--- config.mk ---
export PLATFORM = sky130hd
export DESIGN_NAME = infix_expression_evaluator
export DESIGN_NICKNAME = d
export VERILOG_FILES = /design/src/rtl/core/iee_pkg.sv /design/src/rtl/core/infix_expression_evaluator.sv /design/src/rtl/core/iee_ram.sv /design/src/rtl/core/iee_alu.sv
export SDC_FILE = /design/constraint.sdc
export NUM_CORES = 2
export LEC_CHECK = 0
export BUFFER_PORTS_ARGS = -buffer_cell sky130_fd_sc_hd__buf_2
export CAP_MARGIN = 40
export CORE_MARGIN = 5
export CORE_UTILIZATION = 47
export DETAILED_ROUTE_END_ITERATION = 7
export PLACE_DENSITY = 0.59
export SLEW_MARGIN = 20
export SYNTH_ARGS = -nofsm -noshare
export SYNTH_HDL_FRONTEND = slang
export SYNTH_HIERARCHICAL = 1
export SYNTH_SLANG_ARGS = --single-unit
--- constraint.sdc ---
create_clock -name aclk -period 8.8 [get_ports aclk]
set_input_delay 0.88 -clock aclk [delete_from_list [all_inputs] [get_ports aclk]]
set_output_delay 0.88 -clock aclk [all_outputs]
set_load 0.05 [all_outputs]
--- src/rtl/core/iee_pkg.sv ---
// ============================================================================
// iee_pkg
// Shared types and codes for the infix expression evaluator.
// ============================================================================
package iee_pkg;

    localparam int STACK_DEPTH = 32;
    localparam int VALUE_WIDTH = 32;
    localparam int PTR_W       = $clog2(STACK_DEPTH);
    localparam int CNT_W       = $clog2(STACK_DEPTH + 1);
    localparam int DIV_CNT_W   = $clog2(VALUE_WIDTH + 1);

    localparam logic [2:0] OP_LPAR = 3'd0;
    localparam logic [2:0] OP_ADD  = 3'd1;
    localparam logic [2:0] OP_SUB  = 3'd2;
    localparam logic [2:0] OP_MUL  = 3'd3;
    localparam logic [2:0] OP_DIV  = 3'd4;

    localparam logic [1:0] ST_OK        = 2'd0;
    localparam logic [1:0] ST_OVERFLOW  = 2'd1;
    localparam logic [1:0] ST_MALFORMED = 2'd2;
    localparam logic [1:0] ST_DIVZERO   = 2'd3;

    localparam logic [7:0] CH_ZERO  = 8'd48;
    localparam logic [7:0] CH_NINE  = 8'd57;
    localparam logic [7:0] CH_LPAR  = 8'd40;
    localparam logic [7:0] CH_RPAR  = 8'd41;
    localparam logic [7:0] CH_MUL   = 8'd42;
    localparam logic [7:0] CH_ADD   = 8'd43;
    localparam logic [7:0] CH_SUB   = 8'd45;
    localparam logic [7:0] CH_DIV   = 8'd47;

    // Request from the sequencer to the arithmetic unit
    typedef struct packed {
        logic                   start;
        logic [2:0]             op;
        logic [VALUE_WIDTH-1:0] a;
        logic [VALUE_WIDTH-1:0] b;
    } alu_req_t;

    typedef struct packed {
        logic                   done;
        logic [VALUE_WIDTH-1:0] result;
    } alu_rsp_t;

endpackage

--- src/rtl/core/infix_expression_evaluator.sv ---
// ============================================================================
// infix_expression_evaluator
// Two-stack infix evaluator with an iterative shared arithmetic unit.
// ============================================================================
// Usage:
//   Feed the expression one ASCII character per item on s_character, with
//   s_last_char high on the final one. An operator or closing parenthesis
//   reduces stacked operators through the arithmetic unit, and a divide
//   takes longer than an add, subtract or multiply. The stacks sit in
//   simple dual-port RAMs with registered reads, so each pop waits for
//   read data, and the divider yields one quotient bit per cycle.
//   s_ready is low while an item is processed. Only the final character
//   produces a result item (m_value, m_status); m_value is 0 whenever
//   m_status is not ok. After the final character, all remaining
//   operators are reduced before m_valid rises. The result is held until
//   taken; while the receiver stalls, no further item is accepted.
//   After the result is taken all state returns to reset: counts,
//   accumulator and error status clear. Reset (aresetn low, synchronous)
//   clears the same state; stack contents need no clearing.
// ============================================================================
module infix_expression_evaluator (
    input  logic        aclk,
    input  logic        aresetn,
    input  logic        s_valid,
    output logic        s_ready,
    input  logic [7:0]  s_character,
    input  logic        s_last_char,
    output logic        m_valid,
    input  logic        m_ready,
    output logic [31:0] m_value,
    output logic [1:0]  m_status
);

    localparam int W  = iee_pkg::VALUE_WIDTH;
    localparam int PW = iee_pkg::PTR_W;
    localparam int CW = iee_pkg::CNT_W;
    localparam logic [CW-1:0] FULL = CW'(iee_pkg::STACK_DEPTH);

    // Sequencer states
    localparam logic [3:0] S_IDLE   = 4'd0;
    localparam logic [3:0] S_DISP   = 4'd1;
    localparam logic [3:0] S_RED    = 4'd2;  // decide next reduction step
    localparam logic [3:0] S_RDOP   = 4'd3;  // operator top read data valid
    localparam logic [3:0] S_RDB    = 4'd4;
    localparam logic [3:0] S_RDA    = 4'd5;
    localparam logic [3:0] S_ALU    = 4'd6;
    localparam logic [3:0] S_WAIT   = 4'd7;
    localparam logic [3:0] S_FIN    = 4'd8;
    localparam logic [3:0] S_RES    = 4'd9;
    localparam logic [3:0] S_OUT    = 4'd10;
    localparam logic [3:0] S_RDB2   = 4'd11;

    // Reduction modes
    localparam logic [1:0] M_OPER = 2'd0;
    localparam logic [1:0] M_RPAR = 2'd1;
    localparam logic [1:0] M_END  = 2'd2;

    logic [3:0]    state_reg, state_next;
    logic [1:0]    mode_reg, mode_next;
    logic [CW-1:0] ocnt_reg, ocnt_next;   // operand count
    logic [CW-1:0] pcnt_reg, pcnt_next;   // operator count
    logic [W-1:0]  acc_reg, acc_next;
    logic          pend_reg, pend_next;
    logic [1:0]    err_reg, err_next;
    logic [7:0]    ch_reg, ch_next;
    logic          last_reg, last_next;
    logic [2:0]    code_reg, code_next;
    logic [2:0]    top_reg, top_next;
    logic [W-1:0]  b_reg, b_next;
    logic [W-1:0]  val_reg, val_next;
    logic [1:0]    sts_reg, sts_next;

    logic          dwe, pwe;
    logic [PW-1:0] dwaddr, draddr, pwaddr, praddr;
    logic [W-1:0]  dwdata, drdata;
    logic [2:0]    pwdata, prdata;

    iee_pkg::alu_req_t req;
    iee_pkg::alu_rsp_t rsp;

    logic          is_digit;
    logic [2:0]    ch_code;
    logic          ch_op;
    logic [W-1:0]  acc_mul;

    iee_ram #(.WIDTH(W), .DEPTH(iee_pkg::STACK_DEPTH)) u_operand_ram (
        .aclk, .we(dwe), .waddr(dwaddr), .wdata(dwdata), .raddr(draddr), .rdata(drdata)
    );

    iee_ram #(.WIDTH(3), .DEPTH(iee_pkg::STACK_DEPTH)) u_operator_ram (
        .aclk, .we(pwe), .waddr(pwaddr), .wdata(pwdata), .raddr(praddr), .rdata(prdata)
    );

    iee_alu u_alu (.aclk, .aresetn, .req, .rsp);

    assign is_digit = (ch_reg >= iee_pkg::CH_ZERO) && (ch_reg <= iee_pkg::CH_NINE);
    assign acc_mul  = (acc_reg << 3) + (acc_reg << 1);

    // Decode operator characters
    always_comb begin
        ch_op   = 1'b1;
        ch_code = iee_pkg::OP_LPAR;
        unique case (ch_reg)
            iee_pkg::CH_ADD: ch_code = iee_pkg::OP_ADD;
            iee_pkg::CH_SUB: ch_code = iee_pkg::OP_SUB;
            iee_pkg::CH_MUL: ch_code = iee_pkg::OP_MUL;
            iee_pkg::CH_DIV: ch_code = iee_pkg::OP_DIV;
            default:         ch_op   = 1'b0;
        endcase
    end

    // Sequencer
    always_comb begin
        state_next = state_reg;
        mode_next  = mode_reg;
        ocnt_next  = ocnt_reg;
        pcnt_next  = pcnt_reg;
        acc_next   = acc_reg;
        pend_next  = pend_reg;
        err_next   = err_reg;
        ch_next    = ch_reg;
        last_next  = last_reg;
        code_next  = code_reg;
        top_next   = top_reg;
        b_next     = b_reg;
        val_next   = val_reg;
        sts_next   = sts_reg;
        dwe        = 1'b0;
        dwaddr     = ocnt_reg[PW-1:0];
        dwdata     = acc_reg;
        draddr     = ocnt_reg[PW-1:0] - PW'(1);
        pwe        = 1'b0;
        pwaddr     = pcnt_reg[PW-1:0];
        pwdata     = ch_code;
        praddr     = pcnt_reg[PW-1:0] - PW'(1);
        req.start  = 1'b0;
        req.op     = top_reg;
        req.a      = drdata;
        req.b      = b_reg;
        unique case (state_reg)
            S_IDLE: begin
                if (s_valid) begin
                    ch_next    = s_character;
                    last_next  = s_last_char;
                    state_next = S_DISP;
                end
            end
            S_DISP: begin
                if (err_reg != iee_pkg::ST_OK) begin
                    state_next = last_reg ? S_RES : S_IDLE;
                end else if (is_digit) begin
                    acc_next   = acc_mul + W'(ch_reg - iee_pkg::CH_ZERO);
                    pend_next  = 1'b1;
                    state_next = last_reg ? S_FIN : S_IDLE;
                end else begin
                    // flush a pending number first
                    if (pend_reg) begin
                        if (ocnt_reg == FULL) begin
                            err_next = iee_pkg::ST_OVERFLOW;
                        end else begin
                            dwe       = 1'b1;
                            ocnt_next = ocnt_reg + CW'(1);
                        end
                        acc_next  = '0;
                        pend_next = 1'b0;
                    end
                    if (pend_reg && ocnt_reg == FULL) begin
                        state_next = last_reg ? S_RES : S_IDLE;
                    end else if (ch_reg == iee_pkg::CH_LPAR) begin
                        if (pcnt_reg == FULL) begin
                            err_next = iee_pkg::ST_OVERFLOW;
                        end else begin
                            pwe       = 1'b1;
                            pwdata    = iee_pkg::OP_LPAR;
                            pcnt_next = pcnt_reg + CW'(1);
                        end
                        state_next = last_reg ? S_FIN : S_IDLE;
                    end else if (ch_reg == iee_pkg::CH_RPAR) begin
                        mode_next  = M_RPAR;
                        state_next = S_RED;
                    end else if (ch_op) begin
                        code_next  = ch_code;
                        mode_next  = M_OPER;
                        state_next = S_RED;
                    end else begin
                        err_next   = iee_pkg::ST_MALFORMED;
                        state_next = last_reg ? S_RES : S_IDLE;
                    end
                end
            end
            S_RED: begin
                // read operator top (address settles this cycle)
                if (err_reg != iee_pkg::ST_OK) begin
                    state_next = last_reg ? S_RES : S_IDLE;
                end else if (pcnt_reg == '0) begin
                    unique case (mode_reg)
                        M_RPAR: begin
                            err_next   = iee_pkg::ST_MALFORMED;
                            state_next = last_reg ? S_RES : S_IDLE;
                        end
                        M_OPER: begin
                            pwe        = 1'b1;
                            pwdata     = code_reg;
                            pcnt_next  = pcnt_reg + CW'(1);
                            state_next = last_reg ? S_FIN : S_IDLE;
                        end
                        default: begin
                            if (ocnt_reg != CW'(1)) begin
                                err_next = iee_pkg::ST_MALFORMED;
                            end
                            state_next = S_RES;
                        end
                    endcase
                end else begin
                    state_next = S_RDOP;
                end
            end
            S_RDOP: begin
                top_next = prdata;
                if (prdata == iee_pkg::OP_LPAR) begin
                    unique case (mode_reg)
                        M_RPAR: begin
                            pcnt_next  = pcnt_reg - CW'(1);
                            state_next = last_reg ? S_FIN : S_IDLE;
                        end
                        M_OPER: begin
                            if (pcnt_reg == FULL) begin
                                err_next = iee_pkg::ST_OVERFLOW;
                            end else begin
                                pwe       = 1'b1;
                                pwdata    = code_reg;
                                pcnt_next = pcnt_reg + CW'(1);
                            end
                            state_next = last_reg ? S_FIN : S_IDLE;
                        end
                        default: begin
                            err_next   = iee_pkg::ST_MALFORMED;
                            state_next = S_RES;
                        end
                    endcase
                end else if (mode_reg == M_OPER
                             && (code_reg == iee_pkg::OP_MUL || code_reg == iee_pkg::OP_DIV)
                             && !(prdata == iee_pkg::OP_MUL || prdata == iee_pkg::OP_DIV)) begin
                    if (pcnt_reg == FULL) begin
                        err_next = iee_pkg::ST_OVERFLOW;
                    end else begin
                        pwe       = 1'b1;
                        pwdata    = code_reg;
                        pcnt_next = pcnt_reg + CW'(1);
                    end
                    state_next = last_reg ? S_FIN : S_IDLE;
                end else begin
                    // pop operator and apply it
                    pcnt_next = pcnt_reg - CW'(1);
                    if (ocnt_reg < CW'(2)) begin
                        err_next   = iee_pkg::ST_MALFORMED;
                        state_next = last_reg ? S_RES : S_IDLE;
                    end else begin
                        state_next = S_RDB;
                    end
                end
            end
            S_RDB: begin
                // address for b is issued; wait for data
                state_next = S_RDB2;
            end
            S_RDB2: begin
                b_next     = drdata;
                draddr     = ocnt_reg[PW-1:0] - PW'(2);
                state_next = S_RDA;
            end
            S_RDA: begin
                draddr = ocnt_reg[PW-1:0] - PW'(2);
                if (top_reg == iee_pkg::OP_DIV && b_reg == '0) begin
                    err_next   = iee_pkg::ST_DIVZERO;
                    state_next = last_reg && mode_reg != M_END ? S_RES
                               : (mode_reg == M_END ? S_RES : S_IDLE);
                end else begin
                    req.start  = 1'b1;
                    state_next = S_WAIT;
                end
            end
            S_WAIT: begin
                if (rsp.done) begin
                    // pop two, push the result at the lower slot
                    dwe        = 1'b1;
                    dwaddr     = ocnt_reg[PW-1:0] - PW'(2);
                    dwdata     = rsp.result;
                    ocnt_next  = ocnt_reg - CW'(1);
                    state_next = S_RED;
                end
            end
            S_FIN: begin
                // end of expression: flush the number, then reduce all
                mode_next = M_END;
                if (pend_reg) begin
                    pend_next = 1'b0;
                    acc_next  = '0;
                    if (ocnt_reg == FULL) begin
                        err_next   = iee_pkg::ST_OVERFLOW;
                        state_next = S_RES;
                    end else begin
                        dwe        = 1'b1;
                        ocnt_next  = ocnt_reg + CW'(1);
                        state_next = S_RED;
                    end
                end else begin
                    state_next = S_RED;
                end
                draddr = '0;
            end
            S_RES: begin
                // address operand 0 so its value is ready in S_OUT
                draddr     = '0;
                state_next = S_OUT;
                sts_next   = err_reg;
                val_next   = '0;
            end
            S_OUT: begin
                draddr = '0;
                if (sts_reg == iee_pkg::ST_OK && val_reg == '0) begin
                    val_next = drdata;
                end
                if (m_ready) begin
                    state_next = S_IDLE;
                    ocnt_next  = '0;
                    pcnt_next  = '0;
                    acc_next   = '0;
                    pend_next  = 1'b0;
                    err_next   = iee_pkg::ST_OK;
                end
            end
            default: state_next = S_IDLE;
        endcase
    end

    always_ff @(posedge aclk) begin
        if (!aresetn) begin
            state_reg <= S_IDLE;
            ocnt_reg  <= '0;
            pcnt_reg  <= '0;
            acc_reg   <= '0;
            pend_reg  <= 1'b0;
            err_reg   <= iee_pkg::ST_OK;
        end else begin
            state_reg <= state_next;
            ocnt_reg  <= ocnt_next;
            pcnt_reg  <= pcnt_next;
            acc_reg   <= acc_next;
            pend_reg  <= pend_next;
            err_reg   <= err_next;
        end
        mode_reg <= mode_next;
        ch_reg   <= ch_next;
        last_reg <= last_next;
        code_reg <= code_next;
        top_reg  <= top_next;
        b_reg    <= b_next;
        val_reg  <= val_next;
        sts_reg  <= sts_next;
    end

    // Show the result straight from the operand RAM read register in S_OUT
    assign s_ready  = (state_reg == S_IDLE);
    assign m_valid  = (state_reg == S_OUT);
    assign m_status = sts_reg;
    assign m_value  = (sts_reg == iee_pkg::ST_OK) ? drdata : '0;

endmodule

--- src/rtl/core/iee_ram.sv ---
// ============================================================================
// iee_ram
// Generic simple dual-port RAM (one write, one read port) with registered read.
// ============================================================================
module iee_ram #(
    parameter int WIDTH = 32,
    parameter int DEPTH = 32
) (
    input  logic                     aclk,
    input  logic                     we,
    input  logic [$clog2(DEPTH)-1:0] waddr,
    input  logic [WIDTH-1:0]         wdata,
    input  logic [$clog2(DEPTH)-1:0] raddr,
    output logic [WIDTH-1:0]         rdata
);

    logic [WIDTH-1:0] mem [DEPTH];

    // Write and registered read
    always_ff @(posedge aclk) begin
        if (we) begin
            mem[waddr] <= wdata;
        end
        rdata <= mem[raddr];
    end

endmodule

--- src/rtl/core/iee_alu.sv ---
// ============================================================================
// iee_alu
// Shared arithmetic unit: add, subtract, multiply into a registered result,
// signed division one quotient bit a cycle.
// ============================================================================
module iee_alu (
    input  logic              aclk,
    input  logic              aresetn,
    input  iee_pkg::alu_req_t req,
    output iee_pkg::alu_rsp_t rsp
);

    localparam int W = iee_pkg::VALUE_WIDTH;

    logic                            busy_reg, busy_next;
    logic [iee_pkg::DIV_CNT_W-1:0]   cnt_reg, cnt_next;
    logic [W-1:0]                    quo_reg, quo_next;
    logic [W-1:0]                    rem_reg, rem_next;
    logic [W-1:0]                    dvs_reg, dvs_next;
    logic                            neg_reg, neg_next;
    logic                            done_reg, done_next;
    logic [W-1:0]                    res_reg, res_next;
    logic [W:0]                      trial;
    logic [W-1:0]                    rem_sh;
    logic [W-1:0]                    ua, ub;

    assign ua = req.a[W-1] ? (~req.a + W'(1)) : req.a;
    assign ub = req.b[W-1] ? (~req.b + W'(1)) : req.b;
    assign rem_sh = {rem_reg[W-2:0], quo_reg[W-1]};
    assign trial  = {1'b0, rem_sh} - {1'b0, dvs_reg};

    // Sequence one operation
    always_comb begin
        busy_next = busy_reg;
        cnt_next  = cnt_reg;
        quo_next  = quo_reg;
        rem_next  = rem_reg;
        dvs_next  = dvs_reg;
        neg_next  = neg_reg;
        done_next = 1'b0;
        res_next  = res_reg;
        if (busy_reg) begin
            rem_next = trial[W] ? rem_sh : trial[W-1:0];
            quo_next = {quo_reg[W-2:0], ~trial[W]};
            cnt_next = cnt_reg - iee_pkg::DIV_CNT_W'(1);
            if (cnt_reg == iee_pkg::DIV_CNT_W'(1)) begin
                busy_next = 1'b0;
                done_next = 1'b1;
                res_next  = neg_reg ? (~quo_next + W'(1)) : quo_next;
            end
        end else if (req.start) begin
            unique case (req.op)
                iee_pkg::OP_ADD: begin
                    res_next  = req.a + req.b;
                    done_next = 1'b1;
                end
                iee_pkg::OP_SUB: begin
                    res_next  = req.a - req.b;
                    done_next = 1'b1;
                end
                iee_pkg::OP_MUL: begin
                    res_next  = W'(req.a * req.b);
                    done_next = 1'b1;
                end
                iee_pkg::OP_DIV: begin
                    busy_next = 1'b1;
                    cnt_next  = iee_pkg::DIV_CNT_W'(W);
                    quo_next  = ua;
                    rem_next  = '0;
                    dvs_next  = ub;
                    neg_next  = req.a[W-1] ^ req.b[W-1];
                end
                default: begin
                    res_next  = '0;
                    done_next = 1'b1;
                end
            endcase
        end
    end

    always_ff @(posedge aclk) begin
        if (!aresetn) begin
            busy_reg <= 1'b0;
            done_reg <= 1'b0;
            cnt_reg  <= '0;
        end else begin
            busy_reg <= busy_next;
            done_reg <= done_next;
            cnt_reg  <= cnt_next;
        end
        quo_reg <= quo_next;
        rem_reg <= rem_next;
        dvs_reg <= dvs_next;
        neg_reg <= neg_next;
        res_reg <= res_next;
    end

    assign rsp.done   = done_reg;
    assign rsp.result = res_reg;

endmodule

==> results.py <==
metrics = {
    "timing": {
        "tightest_slew_ns": 1.19,
        "clock-skew-final_ns": 0.0523,
        "finalSetupTns_ns": 0,
        "finalHoldViolCount": 0,
        "max_freq_ghz": 0.123,
        "min_period_over_period_pct": 92.6,
        "finalSetupViolCount": 0,
        "rsz0062_at_grt": "false",
        "max-slew-margin-rel_pct": 20.5,
        "min_period_ns": 8.15,
        "finalMaxSlewViolations": 0,
    },
    "critical_path": {
        "worstSetupStartpoint": "u_operand_ram/rdata[12]",
        "worstReg2RegEnd": "u_alu/res_reg[27]",
        "required_ns": 9.29,
        "r2r_slack_ns": 0.65,
        "r2r-start": "u_operand_ram/rdata[12]",
        "critical_path.max_fanout": 13,
        "cp-end-kind": "register",
        "start_kind": "register",
        "cp-endpoint": "u_alu/res_reg[27]",
        "worstSetupPathType": "register to register",
        "timing.critical_path.arrival_ns": 8.63,
        "rr_worst_depth": 24,
    },
    "clocking": {
        "hold_buffers": 0,
        "numClockSinks": 1393,
        "post_cts_resized": 0,
        "post-cts-setup-buffer-count": 0,
        "clockBufferDepth": 3,
        "cts_buffers": 150,
        "clk_pin_slew_ns": 0.06,
        "h-tree-depth": 4,
        "clock_latency_ns": 0.79,
        "cts_tree": "done",
        "root_buffer": "clkbuf_16",
    },
    "detailed_routing": {
        "wl_per_cell_um": 26.2,
        "top_layer_used": "met5",
        "wl_met2_um": 110000,
        "ant_nets": 0,
        "wl_met1_um": 97900,
        "first_pass_iters": 6,
        "vias": 50800,
        "routed_wl_um": 229000,
        "drt-initial-drc-count": 4295,
        "dr_wl_met3_um": 13400,
        "route.detailed.drc": 0,
        "viasPerCell": 5.81,
    },
    "yosys": {
        "synthTopCellsByArea": "edfxtp_1 (49%), fa_1 (11%), mux2i_1 (6.8%)",
        "syn_area_um2": 79500,
        "async_flop_share_pct": 0,
        "yosys_warnings": 6,
        "synth-seq-cells": 1393,
        "syn-num-nets": 7043,
        "post_synth.cell_area_avg_um2": 12.5,
        "synth_edf_count": 1299,
        "ys.flop_type": "edfxtp_1",
        "netlist_instances": 6356,
        "yosys.area.top_type": "edfxtp_1",
        "synth_top_cell_area_share_pct": 49.1,
        "ys_types": 98,
        "ys_seq_area_share_pct": 51.4,
    },
    "grt": {
        "grt_overflow": 0,
        "grt_max_degree": 132,
        "grt_use_total_pct": 25.5,
        "antenna_found_initial": 14,
        "first_global_vias": 50700,
        "grt_pass1_wl_um": 340000,
    },
    "finish": {
        "nFillCells": 14500,
        "area_growth_pct": 10.2,
        "final_common_cell": "edfxtp_1",
        "drive_gt1_share_pct": 9.22,
        "reg.largest.list": "u_operand_ram/mem (1024), u_operator_ram/mem (96)",
        "final_nets": 7075,
        "largest_reg_flops": 1024,
        "final_cell_mix": "edfxtp_1 (1299), mux2i_1 (544), inv_1 (537)",
        "regMostFlops": "u_operand_ram/mem",
    },
    "run": {
        "maxCapViolCount": 0,
    },
    "floorplanning": {
        "die_h_um": 421,
        "ios": 49,
        "start_util_pct": 47.1,
        "rows": 151,
        "dieArea_um2": 177000,
        "core_um2": 169000,
        "die_w_um": 421,
    },
    "place": {
        "place_congestion": 0.905,
        "port-buffer-count": 48,
        "hpwlAfterDp_um": 150000,
    },
    "min_path": {
        "hp-class": "input port to register",
    },
    "outcome": {
        "status": "finished clean",
    },
}
-- synth_stat cells, types with 67 or more instances --
master and instances:
fa_1 439, nor3_1 75, a21oi_1 270, dfxtp_1 94, nor2_1 236, xnor2_1 162, clkbuf_1 222, edfxtp_1 1299
and2_1 349, xor2_1 135, a22o_1 67, nand2_1 517, a22oi_1 117, nand3_1 133, o21ai_0 140, mux2i_1 544
ha_1 235, inv_1 537
-- stage by stage --
step           std cells  util (%)  hold WS [ns]  cell area, um^2  worst slack [ns]
5_1_grt             8724      51.9         0.225            87600             0.364
3_5_place_dp        8452      49.1         0.440            82800             0.682
6_report            8734      51.9         0.267            87600             0.652
4_1_cts             8722      51.9         0.204            87500             0.662
3_3_place_gp        8433      48.9         0.441            82500             0.722
2_1_floorplan       6356         -         0.419            79500             0.877
-- cell families after synthesis --
kind of cell | share of synthesized area (%)
flip-flops | 51.4
XOR/XNOR | 3.27
buffers and inverters | 4.65
AND/OR/NAND/NOR | 9.55
AO/OA/AOI/OAI | 8.13
adder cells (fa/ha/maj) | 14.8
multiplexers | 8.21
-- critical path, stage by stage (launching register included) --
cell and delay, ns:
dfxtp_1 0.58, buf_4 0.29, and2_1 0.19, fa_1 0.45
fa_1 0.51, fa_1 0.53, inv_1 0.06, fa_1 0.52
inv_1 0.06, fa_1 0.52, fa_1 0.45, fa_1 0.56
inv_1 0.06, fa_1 0.53, inv_1 0.04, ha_1 0.36
and4_1 0.24, nand2b_1 0.07, nand3b_1 0.09, or4b_2 0.70
a211o_1 0.31, a21o_1 0.21, xor2_1 0.14, a221oi_1 0.29
a21oi_1 0.07
-- metal layers --
layer	vias up	global-route usage, %
li1	22700	-
met1	26100	34.5
met2	1644	42.1
met3	375	4.09
met4	8	8.56
met5	-	0
-- final cells by class --
cell class	count	area, um^2	share of cell area [%]
flip-flops and latches	1393	40900	46.7
clock inverters	73	766	0.874
multi-input cells	4080	35300	40.3
diodes	10	25.0	0.0286
clock buffers	197	4000	4.57
repair buffers	225	1840	2.10
well taps	2218	2780	3.17
inverters	538	2020	2.31
-- worst min path at each step --
stage	start	end	slack, ns	cells after the start
after floorplan	acc_reg[31]	acc_reg[31]	0.42	2
after global placement	acc_reg[31]	acc_reg[31]	0.44	2
after detailed placement	acc_reg[31]	acc_reg[31]	0.44	2
after CTS	s_character[6]	ch_reg[6]	0.20	1
after global routing	s_character[6]	ch_reg[6]	0.22	1
final	s_character[6]	ch_reg[6]	0.27	1
Power is left out: the tool's default activity adds up to more than one toggle a clock period on the data nets, which glitch-free logic cannot reach.
